## src/rtl/stepgen_pkg.sv

```systemverilog
`timescale 1ns / 1ps
`default_nettype none

package stepgen_pkg;

    // Widths of the step count fields and of the coil pattern on the channels.
    localparam int STEP_W = 16;
    localparam int COIL_W = 4;

    localparam int DEF_COUNT_WIDTH = 16;

    typedef enum logic [1:0] {
        FUNC_LOAD    = 2'd0,
        FUNC_XY_TICK = 2'd1,
        FUNC_Z_TICK  = 2'd2
    } t_func;

    localparam logic [COIL_W-1:0] COILS_OFF = 4'b0000;

    // Control for the z axis unit, already qualified by the pipeline advance.
    typedef struct packed {
        logic load;
        logic tick;
        logic raise;
    } t_z_ctrl;

    // Full-step coil pattern, bits DIR,NDIR,STP,NSTP from msb to lsb.
    function automatic logic [COIL_W-1:0] coil_of(input logic raise, input logic [1:0] phase);
        logic [COIL_W-1:0] pat;
        case (phase)
            2'd0:    pat = 4'b1010;
            2'd1:    pat = 4'b0110;
            2'd2:    pat = 4'b0101;
            default: pat = 4'b1001;
        endcase
        // The raising sequence is the lowering one read backwards.
        if (raise) begin
            case (phase)
                2'd0:    pat = 4'b1001;
                2'd1:    pat = 4'b0101;
                2'd2:    pat = 4'b0110;
                default: pat = 4'b1010;
            endcase
        end
        return pat;
    endfunction

endpackage

`default_nettype wire

```

## src/rtl/stepgen_cmd_if.sv

```systemverilog
`timescale 1ns / 1ps
`default_nettype none

interface stepgen_cmd_if;
    import stepgen_pkg::*;

    logic              valid;
    logic              ready;
    logic [1:0]        func;
    logic [STEP_W-1:0] x_steps;
    logic [STEP_W-1:0] y_steps;
    logic [STEP_W-1:0] z_steps;
    logic              z_raise;

    modport source (output valid, func, x_steps, y_steps, z_steps, z_raise, input ready);
    modport sink   (input valid, func, x_steps, y_steps, z_steps, z_raise, output ready);
endinterface

`default_nettype wire

```

## src/rtl/stepgen_res_if.sv

```systemverilog
`timescale 1ns / 1ps
`default_nettype none

interface stepgen_res_if;
    import stepgen_pkg::*;

    logic              valid;
    logic              ready;
    logic              x_step_level;
    logic              y_step_level;
    logic [COIL_W-1:0] z_coils;
    logic              busy_res;
    logic [STEP_W-1:0] x_remaining;
    logic [STEP_W-1:0] y_remaining;
    logic [STEP_W-1:0] z_remaining;

    modport source (output valid, x_step_level, y_step_level, z_coils, busy_res,
                    x_remaining, y_remaining, z_remaining, input ready);
    modport sink   (input valid, x_step_level, y_step_level, z_coils, busy_res,
                    x_remaining, y_remaining, z_remaining, output ready);
endinterface

`default_nettype wire

```

## src/rtl/stepgen_zaxis.sv

```systemverilog
`timescale 1ns / 1ps
`default_nettype none

module stepgen_zaxis #(
    parameter int COUNT_WIDTH = stepgen_pkg::DEF_COUNT_WIDTH
) (
    input  wire logic                           i_clk,
    input  wire logic                           i_rst_n,
    input  wire stepgen_pkg::t_z_ctrl           i_ctrl,
    input  wire logic [COUNT_WIDTH-1:0]         i_steps,
    output logic [COUNT_WIDTH-1:0]              o_count,
    output logic [COUNT_WIDTH-1:0]              o_count_next,
    output logic [stepgen_pkg::COIL_W-1:0]      o_coils_next
);
    import stepgen_pkg::*;

    logic [COUNT_WIDTH-1:0] r_count, n_count;
    logic                   r_raise, n_raise;
    logic [1:0]             r_phase, n_phase;
    logic [COIL_W-1:0]      r_coils, n_coils;

    always_comb begin
        n_count = r_count;
        n_raise = r_raise;
        n_phase = r_phase;
        n_coils = r_coils;
        if (i_ctrl.load) begin
            // A new move keeps the phase so the motor does not jump.
            n_count = i_steps;
            n_raise = i_ctrl.raise;
        end else if (i_ctrl.tick) begin
            if (r_count != '0) begin
                n_coils = coil_of(r_raise, r_phase);
                n_phase = r_phase + 2'd1;
                n_count = r_count - COUNT_WIDTH'(1);
            end else begin
                n_phase = 2'd0;
                n_coils = COILS_OFF;
            end
        end
    end

    always_ff @(posedge i_clk) begin
        if (!i_rst_n) begin
            r_count <= '0;
            r_raise <= 1'b0;
            r_phase <= 2'd0;
            r_coils <= COILS_OFF;
        end else begin
            r_count <= n_count;
            r_raise <= n_raise;
            r_phase <= n_phase;
            r_coils <= n_coils;
        end
    end

    assign o_count      = r_count;
    assign o_count_next = n_count;
    assign o_coils_next = n_coils;

    // Coils are either off or drive one of the four full-step patterns.
    a_coil_legal: assert property (@(posedge i_clk) disable iff (!i_rst_n)
        r_coils == 4'b0000 || r_coils == 4'b1010 || r_coils == 4'b0110 ||
        r_coils == 4'b0101 || r_coils == 4'b1001)
        else $error("z coil pattern is not a full-step pattern");

    // With the coils off the sequence always restarts from the first phase.
    a_off_phase: assert property (@(posedge i_clk) disable iff (!i_rst_n)
        r_coils == COILS_OFF |-> r_phase == 2'd0)
        else $error("z phase not at start while coils are off");

    // A tick with steps left moves the count down by one.
    a_z_count: assert property (@(posedge i_clk) disable iff (!i_rst_n)
        i_ctrl.tick && !i_ctrl.load && r_count != '0 |=>
            r_count == $past(r_count) - COUNT_WIDTH'(1))
        else $error("z count did not fall on a z tick");

endmodule

`default_nettype wire

```

## src/rtl/three_axis_step_generator.sv

```systemverilog
// Three-axis step generator.
// Commands arrive on i_cmd: a load sets the x, y and z step counts and the
// z direction and raises busy; an xy tick toggles the x and y step levels
// while z is idle; a z tick advances the four-phase full-step coil pattern.
// Function code 3 leaves the state alone and simply reports it.
// Every accepted command produces exactly one result transaction on o_res,
// carrying the step levels, the coil pattern, busy and the counts left.
// A command goes into an input register and is applied when its result is
// loaded into the output register, from which the result is offered. One
// command per cycle is sustained; both registers advance together whenever
// the output register is empty or being taken.
// When the receiver stalls, the result and the pending command hold and
// i_cmd.ready falls once both registers are full; nothing is dropped.
// Synchronous reset clears all counts, levels, busy and the coils (off),
// and empties both registers.
`timescale 1ns / 1ps
`default_nettype none

module three_axis_step_generator #(
    parameter int COUNT_WIDTH = stepgen_pkg::DEF_COUNT_WIDTH
) (
    input  wire logic    i_clk,
    input  wire logic    i_rst_n,
    stepgen_cmd_if.sink  i_cmd,
    stepgen_res_if.source o_res
);
    import stepgen_pkg::*;

    // Input register
    logic              r_cmd_valid;
    logic [1:0]        r_cmd_func;
    logic [STEP_W-1:0] r_cmd_x;
    logic [STEP_W-1:0] r_cmd_y;
    logic [STEP_W-1:0] r_cmd_z;
    logic              r_cmd_raise;

    // Axis state
    logic [COUNT_WIDTH-1:0] r_x_count, n_x_count;
    logic [COUNT_WIDTH-1:0] r_y_count, n_y_count;
    logic                   r_x_level, n_x_level;
    logic                   r_y_level, n_y_level;
    logic                   r_busy, n_busy;

    // Output register
    logic              r_res_valid;
    logic              r_res_x_level;
    logic              r_res_y_level;
    logic [COIL_W-1:0] r_res_coils;
    logic              r_res_busy;
    logic [STEP_W-1:0] r_res_x;
    logic [STEP_W-1:0] r_res_y;
    logic [STEP_W-1:0] r_res_z;

    logic                   advance;
    t_func                  func;
    t_z_ctrl                z_ctrl;
    logic [COUNT_WIDTH-1:0] z_count;
    logic [COUNT_WIDTH-1:0] z_count_next;
    logic [COIL_W-1:0]      z_coils_next;

    assign func    = t_func'(r_cmd_func);
    assign advance = r_cmd_valid && (!r_res_valid || o_res.ready);
    assign i_cmd.ready = !r_cmd_valid || advance;

    assign z_ctrl.load  = advance && (func == FUNC_LOAD);
    assign z_ctrl.tick  = advance && (func == FUNC_Z_TICK);
    assign z_ctrl.raise = r_cmd_raise;

    stepgen_zaxis #(
        .COUNT_WIDTH (COUNT_WIDTH)
    ) u_zaxis (
        .i_clk        (i_clk),
        .i_rst_n      (i_rst_n),
        .i_ctrl       (z_ctrl),
        .i_steps      (COUNT_WIDTH'(r_cmd_z)),
        .o_count      (z_count),
        .o_count_next (z_count_next),
        .o_coils_next (z_coils_next)
    );

    always_comb begin
        n_x_count = r_x_count;
        n_y_count = r_y_count;
        n_x_level = r_x_level;
        n_y_level = r_y_level;
        n_busy    = r_busy;
        case (func)
            FUNC_LOAD: begin
                n_x_count = COUNT_WIDTH'(r_cmd_x);
                n_y_count = COUNT_WIDTH'(r_cmd_y);
                n_busy    = 1'b1;
            end
            FUNC_XY_TICK: begin
                // x and y wait for any z move to finish first.
                if (z_count == '0) begin
                    if (r_x_count != '0) begin
                        n_x_level = !r_x_level;
                        n_x_count = r_x_count - COUNT_WIDTH'(1);
                    end
                    if (r_y_count != '0) begin
                        n_y_level = !r_y_level;
                        n_y_count = r_y_count - COUNT_WIDTH'(1);
                    end
                end
                if (n_x_count == '0 && n_y_count == '0 && z_count == '0) begin
                    n_busy = 1'b0;
                end
            end
            default: begin
            end
        endcase
    end

    always_ff @(posedge i_clk) begin
        if (!i_rst_n) begin
            r_cmd_valid <= 1'b0;
        end else if (i_cmd.ready) begin
            r_cmd_valid <= i_cmd.valid;
        end
    end

    always_ff @(posedge i_clk) begin
        if (i_cmd.ready && i_cmd.valid) begin
            r_cmd_func  <= i_cmd.func;
            r_cmd_x     <= i_cmd.x_steps;
            r_cmd_y     <= i_cmd.y_steps;
            r_cmd_z     <= i_cmd.z_steps;
            r_cmd_raise <= i_cmd.z_raise;
        end
    end

    always_ff @(posedge i_clk) begin
        if (!i_rst_n) begin
            r_x_count <= '0;
            r_y_count <= '0;
            r_x_level <= 1'b0;
            r_y_level <= 1'b0;
            r_busy    <= 1'b0;
        end else if (advance) begin
            r_x_count <= n_x_count;
            r_y_count <= n_y_count;
            r_x_level <= n_x_level;
            r_y_level <= n_y_level;
            r_busy    <= n_busy;
        end
    end

    always_ff @(posedge i_clk) begin
        if (!i_rst_n) begin
            r_res_valid <= 1'b0;
        end else if (advance) begin
            r_res_valid <= 1'b1;
        end else if (o_res.ready) begin
            r_res_valid <= 1'b0;
        end
    end

    always_ff @(posedge i_clk) begin
        if (advance) begin
            r_res_x_level <= n_x_level;
            r_res_y_level <= n_y_level;
            r_res_coils   <= z_coils_next;
            r_res_busy    <= n_busy;
            r_res_x       <= STEP_W'(n_x_count);
            r_res_y       <= STEP_W'(n_y_count);
            r_res_z       <= STEP_W'(z_count_next);
        end
    end

    assign o_res.valid        = r_res_valid;
    assign o_res.x_step_level = r_res_x_level;
    assign o_res.y_step_level = r_res_y_level;
    assign o_res.z_coils      = r_res_coils;
    assign o_res.busy_res     = r_res_busy;
    assign o_res.x_remaining  = r_res_x;
    assign o_res.y_remaining  = r_res_y;
    assign o_res.z_remaining  = r_res_z;

    // A load always leaves a move in progress.
    a_load_busy: assert property (@(posedge i_clk) disable iff (!i_rst_n)
        advance && func == FUNC_LOAD |=> r_busy)
        else $error("busy not set after a load");

    // A pending command is never lost while the output is stalled.
    a_cmd_held: assert property (@(posedge i_clk) disable iff (!i_rst_n)
        r_cmd_valid && !advance |=> r_cmd_valid && $stable(r_cmd_func))
        else $error("pending command lost under stall");

    // x only steps while z is idle.
    a_x_waits_z: assert property (@(posedge i_clk) disable iff (!i_rst_n)
        advance && func == FUNC_XY_TICK && z_count != '0 |=>
            r_x_count == $past(r_x_count) && r_x_level == $past(r_x_level))
        else $error("x stepped while z was moving");

    // Busy can only be cleared with every axis finished.
    a_busy_clear: assert property (@(posedge i_clk) disable iff (!i_rst_n)
        $fell(r_busy) |-> r_x_count == '0 && r_y_count == '0 && z_count == '0)
        else $error("busy cleared with steps left");

endmodule

`default_nettype wire

```

## src/flat_wrapper.sv

```systemverilog
// flat-port wrapper written by rule: the top's interface ports become plain ports
module three_axis_step_generator_flat import stepgen_pkg::*;
#(
    parameter int COUNT_WIDTH = stepgen_pkg::DEF_COUNT_WIDTH
)
  (i_clk, i_rst_n, i_cmd_valid, i_cmd_func, i_cmd_x_steps, i_cmd_y_steps, i_cmd_z_steps, i_cmd_z_raise, i_cmd_ready, o_res_valid, o_res_x_step_level, o_res_y_step_level, o_res_z_coils, o_res_busy_res, o_res_x_remaining, o_res_y_remaining, o_res_z_remaining, o_res_ready);
  stepgen_cmd_if i_cmd_i ();
  stepgen_res_if o_res_i ();
  input  wire logic i_clk;
  input  wire logic i_rst_n;
  input wire logic [$bits(i_cmd_i.valid)-1:0] i_cmd_valid;
  input wire logic [$bits(i_cmd_i.func)-1:0] i_cmd_func;
  input wire logic [$bits(i_cmd_i.x_steps)-1:0] i_cmd_x_steps;
  input wire logic [$bits(i_cmd_i.y_steps)-1:0] i_cmd_y_steps;
  input wire logic [$bits(i_cmd_i.z_steps)-1:0] i_cmd_z_steps;
  input wire logic [$bits(i_cmd_i.z_raise)-1:0] i_cmd_z_raise;
  output wire logic [$bits(i_cmd_i.ready)-1:0] i_cmd_ready;
  output wire logic [$bits(o_res_i.valid)-1:0] o_res_valid;
  output wire logic [$bits(o_res_i.x_step_level)-1:0] o_res_x_step_level;
  output wire logic [$bits(o_res_i.y_step_level)-1:0] o_res_y_step_level;
  output wire logic [$bits(o_res_i.z_coils)-1:0] o_res_z_coils;
  output wire logic [$bits(o_res_i.busy_res)-1:0] o_res_busy_res;
  output wire logic [$bits(o_res_i.x_remaining)-1:0] o_res_x_remaining;
  output wire logic [$bits(o_res_i.y_remaining)-1:0] o_res_y_remaining;
  output wire logic [$bits(o_res_i.z_remaining)-1:0] o_res_z_remaining;
  input wire logic [$bits(o_res_i.ready)-1:0] o_res_ready;
  assign i_cmd_i.valid = i_cmd_valid;
  assign i_cmd_i.func = i_cmd_func;
  assign i_cmd_i.x_steps = i_cmd_x_steps;
  assign i_cmd_i.y_steps = i_cmd_y_steps;
  assign i_cmd_i.z_steps = i_cmd_z_steps;
  assign i_cmd_i.z_raise = i_cmd_z_raise;
  assign i_cmd_ready = i_cmd_i.ready;
  assign o_res_valid = o_res_i.valid;
  assign o_res_x_step_level = o_res_i.x_step_level;
  assign o_res_y_step_level = o_res_i.y_step_level;
  assign o_res_z_coils = o_res_i.z_coils;
  assign o_res_busy_res = o_res_i.busy_res;
  assign o_res_x_remaining = o_res_i.x_remaining;
  assign o_res_y_remaining = o_res_i.y_remaining;
  assign o_res_z_remaining = o_res_i.z_remaining;
  assign o_res_i.ready = o_res_ready;
  three_axis_step_generator #(.COUNT_WIDTH(COUNT_WIDTH)) u_core (.i_clk(i_clk), .i_rst_n(i_rst_n), .i_cmd(i_cmd_i), .o_res(o_res_i));
endmodule
```

## config.mk

```make
export PLATFORM = sky130hd
export DESIGN_NAME = three_axis_step_generator_flat
export DESIGN_NICKNAME = d
export VERILOG_FILES = /design/src/rtl/stepgen_pkg.sv /design/src/rtl/stepgen_cmd_if.sv /design/src/rtl/stepgen_res_if.sv /design/src/rtl/stepgen_zaxis.sv /design/src/rtl/three_axis_step_generator.sv /design/src/flat_wrapper.sv
export SDC_FILE = /design/constraint.sdc
export NUM_CORES = 1
export LEC_CHECK = 0
export BUFFER_PORTS_ARGS = -buffer_cell sky130_fd_sc_hd__buf_4
export CORE_AREA = 2 2 146 91
export CTS_BUF_LIST = sky130_fd_sc_hd__clkbuf_4 sky130_fd_sc_hd__clkbuf_8
export DETAILED_ROUTE_END_ITERATION = 8
export DIE_AREA = 0 0 148 93
export PLACE_DENSITY_LB_ADDON = 0.12
export SETUP_SLACK_MARGIN = 0.15
export SKIP_LAST_GASP = 1
export SYNTH_ARGS = -nofsm -noshare
export SYNTH_HDL_FRONTEND = slang
export SYNTH_SLANG_ARGS = --single-unit
```

## constraint.sdc

```tcl
create_clock -name i_clk -period 6.3 [get_ports i_clk]
set_input_delay 0.315 -clock i_clk [delete_from_list [all_inputs] [get_ports i_clk]]
set_output_delay 0.315 -clock i_clk [all_outputs]
set_load 0.01 [all_outputs]
```

==> run_results.csv <==
group,metric,value,unit
outcome,outcome,"finished clean",
synth,synth_area_leader_cell,"edfxtp_1",
power_and_ir_drop,p_leak,0.00345,µW
power_and_ir_drop,peakVddDrop,0.143,mV
critical_path,worstPathArrival,3.94,ns
detailed_routing,antenna_left,0,
clock_tree,cts.sinks,166,
synth,yosysUniqueCellTypes,67,
die,rows,32,
synth,synth.area.mux_share,0.386,%
clock_tree,post_cts_buffers,0,
final_layout,diodes,0,
critical_path,max_stage_delay,0.75,ns
clock_tree,path_clk_slew,0.09,ns
synth,ys_warn_count,0,
critical_path,startpoint_type,"register",
clock_tree,clock-root-buffer,"clkbuf_8",
critical_path,cp_cell_sequence,"inv_1 > nand4_1 > or4_1 > or3_1 > nor3b_1 > xnor2_1 > a21oi_1",
global_routing,grt_max_degree,80,
detailed_routing,drc_errors,0,
global_routing,grt_first_pass_wirelength,30700,µm
clock_tree,insertion_delay,0.46,ns
synth,synth_flop_cell,"edfxtp_1",
placement,portBuffers,111,
detailed_routing,drt_wl_total,19800,µm
synth,yosysSeqAreaShare,56.3,%
global_routing,grt_util_all_layers,28.8,%
synth,ys_ff_latch,166,
timing,slew_headroom,33.5,%
hold_path,hold_path.class,"in2reg",
placement,dpl.hpwl,12700,µm
die,chipHeight,93,µm
final_layout,multi_input_area,3090,µm²
global_routing,grt_pass1_vias,6004,
detailed_routing,via_per_inst,6.14,
synth,synth_edf_count,106,
power_and_ir_drop,powerDensity,274,nW/µm²
die,die_x,148,µm
timing,finalCriticalPeriod,3.77,ns
die,start_util,62.3,%
die,dieArea,13800,µm²
clock_tree,cts_resized,0,
detailed_routing,dr_total_vias,6454,
synth,synth-async-reset-ratio,0,%
synth,syn_area,7790,µm²
critical_path,cpMaxStageDelayCell,"or4_1",
timing,worst_slew_pin_slew,0.989,ns
die,core_area,12500,µm²
placement,place_congestion,0.944,
synth,synth_cells,754,
timing,hold_viol_final,0,
synth,yosys.area_share.adder,1.45,%
synth,synth_compound_gate_area_share,17.2,%
synth,yosys-top-cells-area,"edfxtp_1 41%, dfxtp_1 15%, nor2_1 4.2%, a21oi_1 3.8%, nand2_1 3.0%",
synth,syn_area_per_cell,10.3,µm²
synth,synthXorXnorAreaFrac,2.70,%
final_layout,finalNetCount,932,
placement,dp_slack,2.59,ns
die,num_io_pins,112,
critical_path,worstPathRequired,6.48,ns
detailed_routing,post_drt_wl_per_cell,18.9,µm
global_routing,grt-ovfl-total,0,
timing,finClkSkew,0.0127,ns
timing,post-route-period-util,59.8,%
run,maxCapViolations,0,
timing,drv_slew,0,
clock_tree,cts_hold_buf,0,
synth,yosysTopAreaCellShare,40.9,%
critical_path,critPathCaptureType,"register",
clock_tree,htree_levels,4,
final_layout,register_area,4380,µm²
critical_path,crit_fanout,24,
clock_tree,numCtsBuffers,17,
clock_tree,tritoncts,"yes",
final_layout,syn2layout_area_growth,19.7,%
critical_path,crit_type,"reg2reg",
detailed_routing,drtPass1Iterations,6,
timing,setup_viol_count_final,0,
timing,fmax,0.266,GHz
power_and_ir_drop,power.total,2550,µW
global_routing,antenna_found_initial,0,
final_layout,fill_cells,886,
synth,synthSimpleGateAreaFrac,18.0,%
timing,rsz0062_at_grt,"no",
detailed_routing,drt_iter0_markers,929,
timing,setup_tns,0,ns
final_layout,drive_above_1_share,20.2,%
synth,synth_top_family_by_area,"simple AND/OR/NAND/NOR gates",
timing,finalWorstSetupSlack,2.53,ns
clock_tree,clock_path_buffers,2,
synth,syn-num-nets,818,
[worst max-delay path: cells and delay by family (launching register included)]
| kind | cells | cell delay [ns] |
|---|---|---|
| buffers and inverters | 1 | 0.62 |
| AOI/OAI and AO/OA | 1 | 0.11 |
| DFF | 1 | 0.39 |
| and+or+nand+nor | 4 | 2.17 |
| xor gates and xnor gates | 1 | 0.20 |
[registers in the layout, indices dropped and copies added, names as in the netlist]
name	flops
u_core.r_cmd_y	16
u_core.r_x_count	16
u_core.u_zaxis.r_phase	2
u_core.r_cmd_x	16
u_core.o_res.x_remaining	16
u_core.r_busy	1
u_core.r_cmd_z	16
u_core.u_zaxis.o_count	16
u_core.o_res.valid	1
u_core.o_res.z_remaining	16
u_core.r_cmd_valid	1
u_core.r_y_level	1
u_core.o_res.z_coils	4
u_core.r_cmd_raise	1
u_core.u_zaxis.r_raise	1
u_core.u_zaxis.r_coils	4
u_core.o_res.y_remaining	16
u_core.func	2
u_core.r_x_level	1
u_core.o_res.busy_res	1
u_core.o_res.y_step_level	1
u_core.r_y_count	16
u_core.o_res.x_step_level	1
[layer usage]
metal | routed length [µm] | GRT usage, % | vias up
met4 | 268 | 8.65 | 0
li1 | - | - | 3019
met3 | 1730 | 8.34 | 36
met1 | 8960 | 41.3 | 3039
met5 | 0 | 0 | -
met2 | 8860 | 42.6 | 360
[stage by stage]
stage | instance area [µm²] | hold WS (ns) | util [%] | cells
floorplan | 7790 | 0.414 | - | 754
global placement | 8640 | 0.475 | 69.2 | 987
detailed placement | 8640 | 0.480 | 69.2 | 987
CTS | 9000 | 0.00523 | 72.1 | 1019
global route | 9320 | -0.000604 | 74.6 | 1051
finish | 9320 | 0.0255 | 74.6 | 1051
[logic make-up (layout without fill, tap and decap cells)]
logic type	Yosys count	in the layout
buf+inv	72	199
flops	166	166
compound gates	201	201
simple gates	279	279
fa+ha+maj	9	9
mux	3	3
xor+xnor	24	24
[final cells by class]
cell class,instances,area share [%]
multi-input combinational,516,33.2
timing repair buffer,150,12.9
sequential,166,47.0
clock buffer,18,2.59
clock inverter,14,1.28
tap,170,2.28
inverter,17,0.685
[report_power, final]
part / switching (µW) / total [µW] / internal, µW
clock: 431 / 720 / 288
sequential: 45.5 / 1280 / 1230
combinational: 338 / 557 / 219
[path summary, 6_finish.rpt]
kind,slack (ns),depth (start not counted),from,to
max,2.53,7,u_core.func[0],u_core.o_res.z_remaining[15]
min,0.03,1,i_cmd_z_steps[2],u_core.r_cmd_z[2]
max reg2reg,2.53,7,u_core.func[0],u_core.o_res.z_remaining[15]
min reg2reg,0.50,2,u_core.r_x_count[15],u_core.r_x_count[15]
[cells in the final DEF, fill, tap and decap left out, types with 20 or more instances in the layout]
master         netlist  final
buf_4                0    118
edfxtp_1           106    106
nor2_1              87     87
nand2_1             62     62
dfxtp_1             60     60
a21oi_1             59     59
o21ai_0             44     44
dlygate4sd3_1        0     32
o22a_1              24     24
a31oi_1             20     20
[Yosys cell counts (5+ instances only)]
cell	instances
and4_1	5
inv_1	16
nand4_1	8
and2_1	19
or4_1	7
a31oi_1	20
o22a_1	24
o21ba_2	8
nor2_1	87
or2_2	5
o21ai_0	44
nand2b_1	5
dfxtp_1	60
a21oi_1	59
xor2_1	11
nor4_1	18
nand2_1	62
nor2b_1	5
edfxtp_1	106
and3_1	5
clkbuf_1	42
nand3_1	10
o31ai_1	5
xnor2_1	13
ha_1	9
nor3_1	18
or3_1	10
Power figures use the tool's default switching activity.
